[src/rtl/core/tsae_pkg.sv]
// ----------------------------------------------------------------------------
// tsae_pkg
// Shared types, codes and defaults of the tour swap annealing engine.
// ----------------------------------------------------------------------------
package tsae_pkg;

	localparam int CITIES_DEF     = 10;
	localparam int POPULATION_DEF = 10;

	localparam int CFG_IDX_W  = 3;
	localparam int CFG_DATA_W = 16;

	// register indexes
	localparam logic [CFG_IDX_W-1:0] REG_START_TEMP = 3'd0;
	localparam logic [CFG_IDX_W-1:0] REG_STOP_TEMP  = 3'd1;
	localparam logic [CFG_IDX_W-1:0] REG_COOL_PCT   = 3'd2;
	localparam logic [CFG_IDX_W-1:0] REG_ACC_RATIO  = 3'd3;
	localparam logic [CFG_IDX_W-1:0] REG_GEN_LIMIT  = 3'd4;

	localparam logic [15:0] START_TEMP_RST = 16'd10000;
	localparam logic [15:0] STOP_TEMP_RST  = 16'd1000;
	localparam logic [6:0]  COOL_PCT_RST   = 7'd90;
	localparam logic [15:0] ACC_RATIO_RST  = 16'd45735;
	localparam logic [4:0]  GEN_LIMIT_RST  = 5'd10;
	localparam logic [4:0]  GEN_RST        = 5'd1;
	localparam logic [4:0]  GEN_MAX        = 5'd31;

	// floor(x/100) == (x * RECIP_100) >> RECIP_SHIFT for all x < 2^23
	localparam logic [23:0] RECIP_100   = 24'd10737419;
	localparam int          RECIP_SHIFT = 30;

	localparam logic [2:0] OP_LOAD_DIST = 3'd0;
	localparam logic [2:0] OP_LOAD_TOUR = 3'd1;
	localparam logic [2:0] OP_EVAL      = 3'd2;
	localparam logic [2:0] OP_PROPOSE   = 3'd3;
	localparam logic [2:0] OP_END_GEN   = 3'd4;

	localparam logic [2:0] ST_DONE     = 3'd0;
	localparam logic [2:0] ST_ACCEPTED = 3'd1;
	localparam logic [2:0] ST_REJECTED = 3'd2;
	localparam logic [2:0] ST_INVALID  = 3'd3;
	localparam logic [2:0] ST_FINISHED = 3'd4;

	typedef struct packed {
		logic [2:0]  operation;
		logic [3:0]  member;
		logic [3:0]  index_a;
		logic [3:0]  index_b;
		logic [3:0]  city;
		logic [15:0] distance;
	} req_t;

	typedef struct packed {
		logic [2:0]  status;
		logic [19:0] tour_length;
		logic [15:0] current_temperature;
		logic [4:0]  generation;
	} rsp_t;

	typedef enum logic [3:0] {
		S_IDLE, S_DISPATCH, S_TRD, S_TCAP, S_DRD, S_DACC, S_MUL, S_DECIDE,
		S_WRA, S_WRB, S_GMUL, S_GDIV, S_GUPD, S_OUT
	} state_t;

	typedef struct packed {
		logic       latch;
		logic       dist_wr;
		logic       tour_load_wr;
		logic       tour_start;
		logic       tour_rd;
		logic       tour_cap;
		logic       dist_rd;
		logic       dist_acc;
		logic       mul;
		logic       len_wr;
		logic       wr_a;
		logic       wr_b;
		logic       gen_mul;
		logic       gen_div;
		logic       gen_upd;
		logic       set_fin;
		logic       set_st;
		logic [2:0] st;
		logic       out_load;
	} cmd_t;

	typedef struct packed {
		logic [2:0] op;
		logic       dist_ok;
		logic       tour_ok;
		logic       slot_ok;
		logic       swap_ok;
		logic       running;
		logic       cnt_last;
		logic       accept;
		logic       gen_finish;
	} sts_t;

endpackage

[src/rtl/core/tsae_channels.sv]
// ----------------------------------------------------------------------------
// tsae channels
// Valid/ready channels for request words, result words and register writes.
// ----------------------------------------------------------------------------
interface tsae_req_if;
	logic valid;
	logic ready;
	tsae_pkg::req_t data;
	modport source (output valid, output data, input ready);
	modport sink (input valid, input data, output ready);
endinterface

interface tsae_rsp_if;
	logic valid;
	logic ready;
	tsae_pkg::rsp_t data;
	modport source (output valid, output data, input ready);
	modport sink (input valid, input data, output ready);
endinterface

interface tsae_cfg_if;
	logic valid;
	logic ready;
	logic [tsae_pkg::CFG_IDX_W-1:0] index;
	logic [tsae_pkg::CFG_DATA_W-1:0] data;
	modport source (output valid, output index, output data, input ready);
	modport sink (input valid, input index, input data, output ready);
endinterface

[src/rtl/core/tsae_ctrl.sv]
// ----------------------------------------------------------------------------
// tsae_ctrl
// Sequencer: dispatch, tour walk, decision, swap writes, cooling and reply.
// ----------------------------------------------------------------------------
module tsae_ctrl (
	input  logic           clk,
	input  logic           arst_n,
	input  logic           req_valid,
	output logic           req_ready,
	output logic           rsp_valid,
	input  logic           rsp_ready,
	input  tsae_pkg::sts_t sts,
	output tsae_pkg::cmd_t cmd
);
	import tsae_pkg::*;

	state_t state_q, state_d;
	logic   rsp_valid_q;

	assign req_ready = (state_q == S_IDLE);
	assign rsp_valid = rsp_valid_q;

	always_ff @(posedge clk or negedge arst_n) begin
		if (!arst_n) begin
			state_q     <= S_IDLE;
			rsp_valid_q <= 1'b0;
		end else begin
			state_q <= state_d;
			if (cmd.out_load)
				rsp_valid_q <= 1'b1;
			else if (rsp_ready)
				rsp_valid_q <= 1'b0;
		end
	end

	always_comb begin
		state_d = state_q;
		case (state_q)
			S_IDLE: begin
				if (req_valid) state_d = S_DISPATCH;
			end
			S_DISPATCH: begin
				case (sts.op)
					OP_EVAL:    state_d = sts.slot_ok ? S_TRD : S_OUT;
					OP_PROPOSE: state_d = (sts.running && sts.swap_ok) ? S_TRD : S_OUT;
					OP_END_GEN: state_d = sts.running ? S_GMUL : S_OUT;
					default:    state_d = S_OUT;
				endcase
			end
			S_TRD:    state_d = S_TCAP;
			S_TCAP:   state_d = sts.cnt_last ? S_DRD : S_TRD;
			S_DRD:    state_d = S_DACC;
			S_DACC:   state_d = sts.cnt_last ? S_MUL : S_DRD;
			S_MUL:    state_d = S_DECIDE;
			S_DECIDE: begin
				state_d = (sts.op == OP_PROPOSE && sts.accept) ? S_WRA : S_OUT;
			end
			S_WRA:    state_d = S_WRB;
			S_WRB:    state_d = S_OUT;
			S_GMUL:   state_d = S_GDIV;
			S_GDIV:   state_d = S_GUPD;
			S_GUPD:   state_d = S_OUT;
			S_OUT: begin
				if (!rsp_valid_q || rsp_ready) state_d = S_IDLE;
			end
			default:  state_d = S_IDLE;
		endcase
	end

	always_comb begin
		cmd = '0;
		case (state_q)
			S_IDLE: cmd.latch = req_valid;
			S_DISPATCH: begin
				cmd.set_st     = 1'b1;
				cmd.st         = ST_DONE;
				cmd.tour_start = 1'b1;
				case (sts.op)
					OP_LOAD_DIST: cmd.dist_wr = sts.dist_ok;
					OP_LOAD_TOUR: cmd.tour_load_wr = sts.tour_ok;
					OP_PROPOSE: begin
						if (!sts.running) begin
							cmd.set_fin = 1'b1;
							cmd.st      = ST_FINISHED;
						end else if (!sts.swap_ok) begin
							cmd.st = ST_INVALID;
						end
					end
					OP_END_GEN: begin
						if (!sts.running) begin
							cmd.set_fin = 1'b1;
							cmd.st      = ST_FINISHED;
						end
					end
					default: ;
				endcase
			end
			S_TRD:  cmd.tour_rd = 1'b1;
			S_TCAP: cmd.tour_cap = 1'b1;
			S_DRD:  cmd.dist_rd = 1'b1;
			S_DACC: cmd.dist_acc = 1'b1;
			S_MUL:  cmd.mul = 1'b1;
			S_DECIDE: begin
				if (sts.op == OP_PROPOSE) begin
					cmd.set_st = 1'b1;
					cmd.st     = sts.accept ? ST_ACCEPTED : ST_REJECTED;
					cmd.len_wr = sts.accept;
				end else begin
					cmd.len_wr = 1'b1;
				end
			end
			S_WRA:  cmd.wr_a = 1'b1;
			S_WRB:  cmd.wr_b = 1'b1;
			S_GMUL: cmd.gen_mul = 1'b1;
			S_GDIV: cmd.gen_div = 1'b1;
			S_GUPD: begin
				cmd.gen_upd = 1'b1;
				if (sts.gen_finish) begin
					cmd.set_fin = 1'b1;
					cmd.set_st  = 1'b1;
					cmd.st      = ST_FINISHED;
				end
			end
			S_OUT:  cmd.out_load = !rsp_valid_q || rsp_ready;
			default: ;
		endcase
	end

endmodule

[src/rtl/core/tsae_datapath.sv]
// ----------------------------------------------------------------------------
// tsae_datapath
// Distance and tour memories, tour lengths, annealing state and arithmetic.
// ----------------------------------------------------------------------------
module tsae_datapath #(
	parameter int CITIES     = tsae_pkg::CITIES_DEF,
	parameter int POPULATION = tsae_pkg::POPULATION_DEF
) (
	input  logic                             clk,
	input  logic                             arst_n,
	input  tsae_pkg::req_t                   req_data,
	input  logic                             cfg_we,
	input  logic [tsae_pkg::CFG_IDX_W-1:0]   cfg_index,
	input  logic [tsae_pkg::CFG_DATA_W-1:0]  cfg_data,
	input  tsae_pkg::cmd_t                   cmd,
	output tsae_pkg::sts_t                   sts,
	output tsae_pkg::rsp_t                   rsp_data
);
	import tsae_pkg::*;

	localparam int DEPTH_D = CITIES * CITIES;
	localparam int DEPTH_T = POPULATION * CITIES;
	localparam int DAW     = $clog2(DEPTH_D);
	localparam int TAW     = (DEPTH_T > 1) ? $clog2(DEPTH_T) : 1;
	localparam int CW      = $clog2(CITIES);
	localparam int LW      = (POPULATION > 1) ? $clog2(POPULATION) : 1;

	// configuration and annealing state; the start temperature only feeds temp_q
	logic [15:0] stop_q, ratio_q, temp_q;
	logic [6:0]  cool_q;
	logic [4:0]  limit_q, gen_q;
	logic        fin_q;

	req_t        item_q;
	logic [2:0]  status_q;
	rsp_t        out_q;

	logic [15:0] dist_mem [DEPTH_D];
	logic [3:0]  tour_mem [DEPTH_T];
	logic [19:0] len_q [POPULATION];

	logic [3:0]  tour_q [CITIES];
	logic [CW-1:0] cnt_q;
	logic [19:0] sum_q;
	logic        leg_ok_q;
	logic [15:0] dist_rd_q;
	logic [3:0]  tour_rd_q;
	logic [3:0]  ca_q, cb_q;
	logic [31:0] prod_q;
	logic [22:0] gprod_q;
	logic [16:0] quot_q;

	logic          slot_ok, a_ok, b_ok;
	logic [LW-1:0] mi;
	logic [3:0]    sa, sb, pos;
	logic [19:0]   old_len, diff;
	logic [46:0]   qprod;
	logic [15:0]   new_temp;
	logic [TAW-1:0] tour_base, tour_waddr, tour_raddr;
	logic [DAW-1:0] dist_waddr, dist_raddr;
	logic [3:0]    tour_wdata;
	logic          tour_we;

	assign slot_ok = 32'(item_q.member) < POPULATION;
	assign a_ok    = 32'(item_q.index_a) < CITIES;
	assign b_ok    = 32'(item_q.index_b) < CITIES;
	assign mi      = item_q.member[LW-1:0];
	assign old_len = len_q[mi];
	assign diff    = sum_q - old_len;

	// evaluation walks the tour unswapped
	assign sa  = (item_q.operation == OP_PROPOSE) ? item_q.index_a : 4'd0;
	assign sb  = (item_q.operation == OP_PROPOSE) ? item_q.index_b : 4'd0;
	assign pos = (4'(cnt_q) == sa) ? sb : ((4'(cnt_q) == sb) ? sa : 4'(cnt_q));

	assign tour_base  = TAW'(TAW'(item_q.member) * TAW'(CITIES));
	assign tour_raddr = TAW'(tour_base + TAW'(pos));
	assign dist_waddr = DAW'(DAW'(item_q.index_a) * DAW'(CITIES) + DAW'(item_q.index_b));
	assign dist_raddr = DAW'(DAW'(tour_q[0]) * DAW'(CITIES) + DAW'(tour_q[1]));

	always_comb begin
		tour_we    = cmd.tour_load_wr || cmd.wr_a || cmd.wr_b;
		tour_waddr = TAW'(tour_base + TAW'(item_q.index_a));
		tour_wdata = item_q.city;
		if (cmd.wr_a) begin
			tour_wdata = ca_q;
		end else if (cmd.wr_b) begin
			tour_waddr = TAW'(tour_base + TAW'(item_q.index_b));
			tour_wdata = cb_q;
		end
	end

	assign qprod    = 47'(gprod_q) * 47'(RECIP_100);
	assign new_temp = quot_q[16] ? 16'hFFFF : quot_q[15:0];

	always_comb begin
		sts.op         = item_q.operation;
		sts.slot_ok    = slot_ok;
		sts.dist_ok    = a_ok && b_ok;
		sts.tour_ok    = slot_ok && a_ok;
		sts.swap_ok    = slot_ok && a_ok && b_ok && item_q.index_a != 4'd0 &&
		                 item_q.index_b != 4'd0 && item_q.index_a != item_q.index_b;
		sts.running    = !fin_q && temp_q > stop_q && gen_q <= limit_q;
		sts.cnt_last   = 32'(cnt_q) == CITIES - 1;
		sts.accept     = (sum_q <= old_len) || ({4'd0, diff, 8'd0} < prod_q);
		sts.gen_finish = (gen_q >= limit_q) || (new_temp <= stop_q);
	end

	assign rsp_data = out_q;

	// memories
	always_ff @(posedge clk) begin
		if (cmd.dist_wr)
			dist_mem[dist_waddr] <= item_q.distance;
		if (cmd.dist_rd)
			dist_rd_q <= dist_mem[dist_raddr];
	end

	always_ff @(posedge clk) begin
		if (tour_we)
			tour_mem[tour_waddr] <= tour_wdata;
		if (cmd.tour_rd)
			tour_rd_q <= tour_mem[tour_raddr];
	end

	// payload and working registers
	always_ff @(posedge clk) begin
		if (cmd.latch)
			item_q <= req_data;
		if (cmd.set_st)
			status_q <= cmd.st;
		if (cmd.len_wr)
			len_q[mi] <= sum_q;
		if (cmd.tour_start) begin
			cnt_q <= '0;
			sum_q <= '0;
		end
		if (cmd.tour_cap) begin
			for (int j = 0; j < CITIES - 1; j++)
				tour_q[j] <= tour_q[j + 1];
			tour_q[CITIES-1] <= tour_rd_q;
			// position a holds the city now read from b, and the reverse
			if (4'(cnt_q) == item_q.index_a) ca_q <= tour_rd_q;
			if (4'(cnt_q) == item_q.index_b) cb_q <= tour_rd_q;
			cnt_q <= sts.cnt_last ? '0 : CW'(cnt_q + 1'b1);
		end
		if (cmd.dist_rd) begin
			for (int j = 0; j < CITIES - 1; j++)
				tour_q[j] <= tour_q[j + 1];
			tour_q[CITIES-1] <= tour_q[0];
			leg_ok_q <= (32'(tour_q[0]) < CITIES) && (32'(tour_q[1]) < CITIES);
		end
		if (cmd.dist_acc) begin
			if (leg_ok_q)
				sum_q <= sum_q + 20'(dist_rd_q);
			cnt_q <= sts.cnt_last ? '0 : CW'(cnt_q + 1'b1);
		end
		if (cmd.mul)
			prod_q <= 32'(ratio_q) * 32'(temp_q);
		if (cmd.gen_mul)
			gprod_q <= 23'(temp_q) * 23'(cool_q);
		if (cmd.gen_div)
			quot_q <= qprod[RECIP_SHIFT+16:RECIP_SHIFT];
		if (cmd.out_load) begin
			out_q.status              <= status_q;
			out_q.tour_length         <= (slot_ok && (item_q.operation == OP_LOAD_TOUR ||
			                             item_q.operation == OP_EVAL ||
			                             item_q.operation == OP_PROPOSE)) ? old_len : 20'd0;
			out_q.current_temperature <= temp_q;
			out_q.generation          <= gen_q;
		end
	end

	// control-side state
	always_ff @(posedge clk or negedge arst_n) begin
		if (!arst_n) begin
			stop_q  <= STOP_TEMP_RST;
			cool_q  <= COOL_PCT_RST;
			ratio_q <= ACC_RATIO_RST;
			limit_q <= GEN_LIMIT_RST;
			temp_q  <= START_TEMP_RST;
			gen_q   <= GEN_RST;
			fin_q   <= 1'b0;
		end else begin
			if (cfg_we) begin
				case (cfg_index)
					REG_START_TEMP: temp_q <= cfg_data;
					REG_STOP_TEMP: stop_q  <= cfg_data;
					REG_COOL_PCT:  cool_q  <= cfg_data[6:0];
					REG_ACC_RATIO: ratio_q <= cfg_data;
					REG_GEN_LIMIT: limit_q <= cfg_data[4:0];
					default: ;
				endcase
			end
			if (cmd.gen_upd) begin
				temp_q <= new_temp;
				if (gen_q != GEN_MAX)
					gen_q <= gen_q + 5'd1;
			end
			if (cmd.set_fin)
				fin_q <= 1'b1;
		end
	end

endmodule

[src/rtl/core/tour_swap_annealing_engine_unit.sv]
// Sequence: loads and status-only words go from dispatch to reply; evaluate and
// propose walk the tour and sum the legs, and an accepted swap then writes both
// positions; end of generation cools the temperature. Throughput: one word at a
// time; the tour walk reads one tour and one distance memory word per position.
// Reset: state machine, temperature, generation count, finished flag and config
// registers return to defaults; distance, tour and length stores stay unset.
// ----------------------------------------------------------------------------
// tour_swap_annealing_engine_unit
// Simulated annealing engine for closed tours with two-position swap moves.
// ----------------------------------------------------------------------------
module tour_swap_annealing_engine_unit #(
	parameter int CITIES     = tsae_pkg::CITIES_DEF,
	parameter int POPULATION = tsae_pkg::POPULATION_DEF
) (
	input logic        clk,
	input logic        arst_n,
	tsae_req_if.sink   req,
	tsae_rsp_if.source rsp,
	tsae_cfg_if.sink   cfg
);
	import tsae_pkg::*;

	cmd_t cmd;
	sts_t sts;

	assign cfg.ready = 1'b1;

	tsae_ctrl u_ctrl (
		.clk       (clk),
		.arst_n    (arst_n),
		.req_valid (req.valid),
		.req_ready (req.ready),
		.rsp_valid (rsp.valid),
		.rsp_ready (rsp.ready),
		.sts       (sts),
		.cmd       (cmd)
	);

	tsae_datapath #(
		.CITIES     (CITIES),
		.POPULATION (POPULATION)
	) u_datapath (
		.clk       (clk),
		.arst_n    (arst_n),
		.req_data  (req.data),
		.cfg_we    (cfg.valid),
		.cfg_index (cfg.index),
		.cfg_data  (cfg.data),
		.cmd       (cmd),
		.sts       (sts),
		.rsp_data  (rsp.data)
	);

endmodule

[src/flat_wrapper.sv]
// flat-port wrapper written by rule: the top's interface ports become plain ports
module tour_swap_annealing_engine_unit_flat import tsae_pkg::*;
#(
	parameter int CITIES     = tsae_pkg::CITIES_DEF,
	parameter int POPULATION = tsae_pkg::POPULATION_DEF
)
  (clk, arst_n, req_valid, req_data, req_ready, rsp_valid, rsp_data, rsp_ready, cfg_valid, cfg_index, cfg_data, cfg_ready);
  tsae_req_if req_i ();
  tsae_rsp_if rsp_i ();
  tsae_cfg_if cfg_i ();
  input logic clk;
  input logic arst_n;
  input wire logic [$bits(req_i.valid)-1:0] req_valid;
  input wire logic [$bits(req_i.data)-1:0] req_data;
  output wire logic [$bits(req_i.ready)-1:0] req_ready;
  output wire logic [$bits(rsp_i.valid)-1:0] rsp_valid;
  output wire logic [$bits(rsp_i.data)-1:0] rsp_data;
  input wire logic [$bits(rsp_i.ready)-1:0] rsp_ready;
  input wire logic [$bits(cfg_i.valid)-1:0] cfg_valid;
  input wire logic [$bits(cfg_i.index)-1:0] cfg_index;
  input wire logic [$bits(cfg_i.data)-1:0] cfg_data;
  output wire logic [$bits(cfg_i.ready)-1:0] cfg_ready;
  assign req_i.valid = req_valid;
  assign req_i.data = req_data;
  assign req_ready = req_i.ready;
  assign rsp_valid = rsp_i.valid;
  assign rsp_data = rsp_i.data;
  assign rsp_i.ready = rsp_ready;
  assign cfg_i.valid = cfg_valid;
  assign cfg_i.index = cfg_index;
  assign cfg_i.data = cfg_data;
  assign cfg_ready = cfg_i.ready;
  tour_swap_annealing_engine_unit #(.CITIES(CITIES), .POPULATION(POPULATION)) u_core (.clk(clk), .arst_n(arst_n), .req(req_i), .rsp(rsp_i), .cfg(cfg_i));
endmodule
[config.mk]
export PLATFORM = sky130hd
export DESIGN_NAME = tour_swap_annealing_engine_unit_flat
export DESIGN_NICKNAME = d
export VERILOG_FILES = /design/src/rtl/core/tsae_pkg.sv /design/src/rtl/core/tsae_channels.sv /design/src/rtl/core/tsae_ctrl.sv /design/src/rtl/core/tsae_datapath.sv /design/src/rtl/core/tour_swap_annealing_engine_unit.sv /design/src/flat_wrapper.sv
export SDC_FILE = /design/constraint.sdc
export NUM_CORES = 2
export LEC_CHECK = 0
export BUFFER_PORTS_ARGS = -buffer_cell sky130_fd_sc_hd__buf_2
export CORE_UTILIZATION = 40
export CTS_CLUSTER_DIAMETER = 60
export DETAILED_ROUTE_END_ITERATION = 16
export PLACE_DENSITY = 0.68
export REMOVE_ABC_BUFFERS = 1
export SYNTH_ARGS = -nofsm -noshare
export SYNTH_HDL_FRONTEND = slang
export SYNTH_SLANG_ARGS = --single-unit
[constraint.sdc]
create_clock -name clk -period 7.9 [get_ports clk]
set_input_delay 1.58 -clock clk [delete_from_list [all_inputs] [get_ports clk]]
set_output_delay 1.58 -clock clk [all_outputs]
set_load 0.1 [all_outputs]
======== Yosys cells after proc, flatten, opt, wreduce, memory -nomap -nowiden ========
Memories as Yosys holds them, arrays and structs flattened. A register that Yosys moved wholly into a read port is not among the register bits.
Index checks and enable logic that the tools add are counted.
operators by class
  add/sub/neg operators ................... 9
  multiply operators ...................... 6
  magnitude comparators ................... 11
  eq/ne operators ......................... 30
  mux-type cells .......................... 80
  bitwise gates (word level) .............. 10
  reduce and logical (&&, ||, !) cells .... 41
operator list
  cell                      count
  $mux W4                   26
  $mux W16                  4
  $mux W20                  3
  $pmux W4 S13              1
  $mul A23 B24 Y47 const B  1
  $add A7 B4 Y7             5
  $lt A28 B32 Y1            1
  $mul A16 B16 Y32          1
  $mux W1                   30
  $eq A4 B4 Y1 const B      7
  $pmux W4 S3               2
  $mul A16 B7 Y23           1
  $add A20 B16 Y20          1
  $le A20 B20 Y1            1
  $lt A4 B4 Y1 const B      5
  $sub A20 B20 Y20          1
  $mul A4 B3 Y6 const B     3
  $mux W3                   6
  $reduce_and A2 Y1         9
  $eq A4 B3 Y1 const B      4
  $eq A4 B4 Y1              4
  $gt A16 B16 Y1            1
  $le A16 B16 Y1            1
  $mux W7                   2
  26 further kinds          67
word-level totals
  bits in registers ....................... 258
  memory bits (writable) .................. 2240
  output and inout port bits .............. 47
  memories ................................ 4
memories
  memory                      depth  width  read ports  clocked after memory_dff  write ports  line                 RTL
  u_core.u_datapath.dist_mem  100    16     1           1                         1            tsae_datapath.sv:38  logic [15:0] dist_mem [DEPTH_D];
  u_core.u_datapath.tour_mem  100    4      1           1                         1            tsae_datapath.sv:39  logic [3:0] tour_mem [DEPTH_T];
  u_core.u_datapath.len_q     10     20     1           1                         1            tsae_datapath.sv:40  logic [19:0] len_q [POPULATION];
  u_core.u_datapath.tour_q    10     4      10          0                         10           tsae_datapath.sv:42  logic [3:0] tour_q [CITIES];

======== Logic depth before layout (Yosys ltp) ========
  depth after elaboration ................. 10
  gate-level depth with buffers ........... 28
  depth with buffers taken out ............ 27

======== By module ========
From an unflattened synthesis, not the netlist that was laid out.
second synthesis, totals
  cells, all modules ...................... 7384
  area total of the unflattened synthesis .. 120956.0 um2
by module, submodules not included
  module                           instances  cells each  area each (um2)  sequential area each (um2)
  tsae_datapath                    1          7292        120309.1         75045.7
  tsae_ctrl                        1          90          635.6            125.1
  tour_swap_annealing_engine_unit  1          2           11.3             0.0

======== Least setup slack after synthesis ========
No wires, ideal clock.
  kind .................................... flip-flop to flip-flop
  from .................................... register (tool-made name)
  to ...................................... memory u_core.u_datapath.len_q[4][0] (enable)
  arrival ................................. 7.975 ns
  required time ........................... 7.444 ns
  setup slack ............................. -0.531 ns
  stages on the path, launching flop included .. 28
  clock period less this slack ............ 8.431 ns
  cell sequence ........................... dfxtp_1 > clkbuf_1 > buf_1 > mux4_2 > mux2_2 > o21ai_0 > ha_1 > nor2b_1 > o21ai_0 > a21boi_0 > o21ai_0 > a21boi_0 > o21ai_0 > a21oi_1 > nor2_1 > xnor2_1 > ha_1 > a21o_1 > a21o_1 > a21o_1 > a21o_1 > a21o_1 > a21o_1 > a21o_1 > nor4_1 > o31a_1 > o31ai_1 > nor4b_1
RTL lines
  item              line
  end: declaration  tsae_datapath.sv:40

======== Worst setup path after layout ========
  from .................................... register u_core.u_datapath.gprod_q[3]
  to ...................................... register u_core.u_datapath.quot_q[16], data pin
on the way
  longest elaborated chain between the ends .. 1
ends and longest elaborated chain
  item                             line                  RTL
  start: declaration               tsae_datapath.sv:50   logic [22:0] gprod_q;
  start signal: assignment         tsae_datapath.sv:161  gprod_q <= 23'(temp_q) * 23'(cool_q);
  $mul A23 B24 Y47                 tsae_datapath.sv:93   assign qprod = 47'(gprod_q) * 47'(RECIP_100);
  via u_core.u_datapath.qprod[46]  tsae_datapath.sv:57   logic [46:0] qprod;
  end signal: assignment           tsae_datapath.sv:163  quot_q <= qprod[RECIP_SHIFT+16:RECIP_SHIFT];
  end: declaration                 tsae_datapath.sv:51   logic [16:0] quot_q;
The timed path passes the listed nets, and every way through them passes these cells.
A chain may end at the register's enable or synchronous reset.

==> metrics.log <==
[metrics] endpoint of the most critical register-to-register path: u_core.u_datapath.quot_q[16]
[metrics] highest-count cells in the layout ignoring fill and taps: 2,427 x sky130_fd_sc_hd__edfxtp_1, 679 x sky130_fd_sc_hd__inv_1, 611 x sky130_fd_sc_hd__mux4_2
[metrics] ratio of cells with drive above 1 in the final layout: 0.1884
[metrics] Detailed Route WL: about 280,000 um
[metrics] buffers added on ports: roughly 100
[metrics] first drt pass iteration count: 6
[metrics] post-placement cell area: about 130,000 sq um
[metrics] worst r2r src: u_core.u_datapath.gprod_q[3]
[metrics] routed len/inst: approximately 24 um
[metrics] required time of the critical path: 8570 ps
[metrics] setup bufs post-CTS: 0
[metrics] final-layout fill cell count: about 26,000
[metrics] register clock-pin slew on the reported worst setup and hold paths: about 60 ps
[metrics] number of antenna-violating nets in the routed design: 0
[metrics] synthesized instance count: 7,313
[metrics] number of rows in the core area: approximately 200
[metrics] worst clock skew: approximately 81 ps
[metrics] M3 GR Usage: 0.03389
[metrics] post-synthesis adder-cell area fraction: 0.1300
[metrics] clock latency of the later-clocked register in the worst-skew pair: approximately 870 ps
[metrics] Final Cycle Share: 0.9305
[metrics] internal reg-to-reg setup slack: about 550 ps
[metrics] area of combinational cells with multiple inputs: 42,180 sq um
[metrics] hold crit path type: reg2reg
[metrics] Congestion Overflow GR: 0
[metrics] launching element type of the critical path: flip-flop
[metrics] HPWL after detailed placement: around 180,000 um
[metrics] setup repair after global routing missed its margin: no
[metrics] max-capacitance violation count: 0
[metrics] number of distinct library cell variants in the gate-level netlist after synthesis: 74
[metrics] share of cell area taken by muxes after synthesis: 0.1250
[metrics] Die H: 551.4 um
[metrics] Worst Tran Pin Value: 1261 ps
[metrics] Hold Path End: u_core.u_datapath.tour_q[0][6]
[metrics] area of all sequential standard cells: roughly 75,000 sq um
[metrics] final routed DRC violation total: 0
[metrics] flip-flop and latch count after synthesis: between 2,000 and 3,000
[metrics] I/O pin cnt: ~110
[metrics] xor-xnor portion of the synthesized cell area: 0.009284
[metrics] sequential cell area fraction in the yosys report: 0.6225
[metrics] clock buffers created by TritonCTS: 275
[metrics] run status: completed
[metrics] placeable core area: about 300,000 sq um
[metrics] synthesized-area fraction occupied by ao, oa, aoi and oai cells: 0.02875
[metrics] met2 Track Usage GR: 0.2881
[metrics] Most used DFF post-synth: sky130_fd_sc_hd__edfxtp_1
[metrics] hold path startpoint: u_core.u_datapath.tour_q[0][10]
[metrics] commonest non-fill, non-tap cell in the layout: sky130_fd_sc_hd__edfxtp_1
[metrics] number of antenna violations at the first check in global routing: 10
[metrics] global-route wire length before repair: about 420,000 um
[metrics] cells on worst reg2reg path: 21
[metrics] cell depth of the worst min-delay path: 0
[metrics] Final Hold Viols: 0
[metrics] Total Routing Usage GR: 0.1835
[metrics] Clock Tree Root: sky130_fd_sc_hd__clkbuf_16
[metrics] routed vias: approximately 64,000
[metrics] pin count of the biggest net entering global routing: around 130
[metrics] main combinational cell family by area after synthesis: adder cells
[metrics] largest fanout on the critical path: 9
[metrics] tightest slew margin relative to the limit: 0.1593
[metrics] vias in the first global route: between 60,000 and 70,000
[metrics] Num Clock Sinks: about 2,500
[metrics] clock tree from TritonCTS: built
[metrics] GP Congestion: 0.8837
[metrics] post-layout instance area: roughly 140,000 sq um
[metrics] shortest period the worst path allows: about 7400 ps
[metrics] hold_buf cts: 0
[metrics] net count of the finished layout: approximately 8,600
[metrics] synthesized-area fraction occupied by and/or/nand/nor cells: 0.05361
[metrics] die width: 551.4 um
[metrics] vias per inst: between 5 and 6
[metrics] GR Layer Usage met1: 0.2619
[metrics] top achievable clock speed: ~140 MHz
[metrics] Final setup violation count: 0
[metrics] Warnings, synthesis: 0
[metrics] Post-synth EDFFs: about 2,400
[metrics] Worst Setup End Kind: flip-flop
[metrics] combined area of all synthesized cells: 120,800 sq um
[metrics] initial detailed-routing violation count: approximately 6,300
[metrics] max-slew violations: 0
[metrics] mean post-synth cell area: between 15 and 20 sq um
[metrics] classification of the worst setup path: reg2reg
[metrics] arrival time of data at the critical path endpoint: 8020 ps
[metrics] H-tree Lvls: 5
[metrics] global routing's busiest layer: met2
[metrics] number of buffers on the longest clock path: 4
[metrics] setup slack after placement: 516.2 ps
[metrics] initial core utilization: 0.4025
[metrics] post-synthesis async set-or-reset flop share: 0.02815
[metrics] area enclosed by the die boundary: ~300,000 sq um
[metrics] layout overhead on the synthesized area: 12.38%
[metrics] Final WS setup: roughly 550 ps
## worst max path at each step
stage	endpoint	cells after the start	slack, ps	start
global route	u_core.u_datapath.len_q[6][7]	26	90	flip-flop
finish	u_core.u_datapath.quot_q[16]	21	550	u_core.u_datapath.gprod_q[3]
floorplan	u_core.u_datapath.tour_q[0][0]	0	-9520	u_core.u_datapath.tour_q[0][4]
CTS	u_core.u_datapath.quot_q[16]	21	490	u_core.u_datapath.gprod_q[3]
detailed placement	u_core.u_datapath.quot_q[16]	21	520	u_core.u_datapath.gprod_q[3]
global placement	u_core.u_datapath.quot_q[16]	21	590	u_core.u_datapath.gprod_q[3]
## final cells by class
type                            count  area share
Multi-Input combinational cell   3819      0.3108
Tap cell                         3958     0.03649
Inverter                          680     0.01881
Clock buffer                      337     0.05343
Sequential cell                  2522      0.5540
Antenna cell                        2  0.00003688
Timing Repair Buffer              306     0.01586
Clock inverter                    142     0.01055
## routing by layer
layer  vias to the layer above  wire length [um]
met3                       464             22740
met2                      2517            129800
met4                         2              8094
met1                     33480            117300
met5                         -                20
li1                      27950                 -
## state kept, by name, summed over array words and instances (netlist names), 5 cells and up, named ones only
register                     flops
u_core.u_datapath.item_q        28
u_core.u_datapath.dist_mem    1600
u_core.u_datapath.cool_q         7
u_core.u_datapath.stop_q        16
u_core.u_datapath.gen_q          5
u_core.u_datapath.ratio_q       16
u_core.u_datapath.temp_q        16
u_core.u_datapath.prod_q        32
u_core.u_datapath.gprod_q       23
u_core.u_datapath.sum_q         20
u_core.u_datapath.dist_rd_q     16
u_core.u_datapath.tour_q        40
u_core.u_datapath.limit_q        5
u_core.u_datapath.len_q        200
u_core.u_datapath.rsp_data      44
u_core.u_datapath.tour_mem     400
u_core.u_datapath.quot_q        17
## synthesized netlist by cell type (25+ instances only)
library cell | instances | area share
sky130_fd_sc_hd__nor3_1 | 40 | 0.0017
sky130_fd_sc_hd__nor2b_1 | 37 | 0.0019
sky130_fd_sc_hd__xor2_1 | 39 | 0.0028
sky130_fd_sc_hd__mux4_2 | 611 | 0.11
sky130_fd_sc_hd__or2_2 | 25 | 0.0013
sky130_fd_sc_hd__nor2_1 | 382 | 0.012
sky130_fd_sc_hd__nand3_1 | 117 | 0.0048
sky130_fd_sc_hd__mux2_2 | 53 | 0.0049
sky130_fd_sc_hd__dfstp_2 | 27 | 0.0059
sky130_fd_sc_hd__mux2i_1 | 74 | 0.0061
sky130_fd_sc_hd__and2_1 | 148 | 0.0077
sky130_fd_sc_hd__nand2_1 | 557 | 0.017
sky130_fd_sc_hd__dfrtp_1 | 44 | 0.0091
sky130_fd_sc_hd__fa_1 | 470 | 0.078
sky130_fd_sc_hd__ha_1 | 503 | 0.052
sky130_fd_sc_hd__o21ai_0 | 161 | 0.0067
sky130_fd_sc_hd__edfxtp_1 | 2427 | 0.60
sky130_fd_sc_hd__a21oi_1 | 137 | 0.0057
sky130_fd_sc_hd__clkbuf_1 | 214 | 0.0067
sky130_fd_sc_hd__buf_1 | 58 | 0.0018
sky130_fd_sc_hd__inv_1 | 680 | 0.021
sky130_fd_sc_hd__xnor2_1 | 89 | 0.0065
sky130_fd_sc_hd__a21o_1 | 61 | 0.0038
## what timing repair did
| action | 4_1_cts | 5_1_grt |
|---|---|---|
| gates resized for setup | 0 | 1 |
| endpoints found under the hold margin | 0 | 0 |
| setup endpoints to repair | 0 | 38 |
## logic make-up after synthesis
kind of cell	count (synthesis)
flip-flops	2522
AND/OR/NAND/NOR	1429
adder cells (fa/ha/maj)	973
buffers and inverters	972
multiplexers	738
AO/OA/AOI/OAI	550
XOR/XNOR	128
other	1
## stage by stage
stage	instances	utilization	hold WS (ps)	TNS, ps
2_1_floorplan	7021	-	400.3	-500620
3_3_place_gp	11290	0.4233	408.3	0
3_5_place_dp	11290	0.4233	405.9	0
4_1_cts	11760	0.4522	419.1	0
5_1_grt	11770	0.4523	426.2	0
6_report	11770	0.4523	416.8	0
## critical path: stages (launching register included)
cell	delay, ps
sky130_fd_sc_hd__edfxtp_1	570
sky130_fd_sc_hd__fa_1	600
sky130_fd_sc_hd__fa_1	510
sky130_fd_sc_hd__inv_1	60
sky130_fd_sc_hd__fa_1	510
sky130_fd_sc_hd__fa_1	530
sky130_fd_sc_hd__inv_1	60
sky130_fd_sc_hd__fa_1	560
sky130_fd_sc_hd__fa_1	430
sky130_fd_sc_hd__fa_1	440
sky130_fd_sc_hd__ha_1	310
sky130_fd_sc_hd__a21o_1	170
sky130_fd_sc_hd__a21o_1	170
sky130_fd_sc_hd__a21oi_1	180
sky130_fd_sc_hd__o21ai_0	180
sky130_fd_sc_hd__a211o_1	370
sky130_fd_sc_hd__o2111ai_1	310
sky130_fd_sc_hd__a21oi_1	190
sky130_fd_sc_hd__o2111ai_1	310
sky130_fd_sc_hd__a31oi_1	210
sky130_fd_sc_hd__or4_1	430
sky130_fd_sc_hd__nand3_1	100
Power is left out: the tool's default activity adds up to more than one toggle a clock period on the data nets, which glitch-free logic cannot reach.
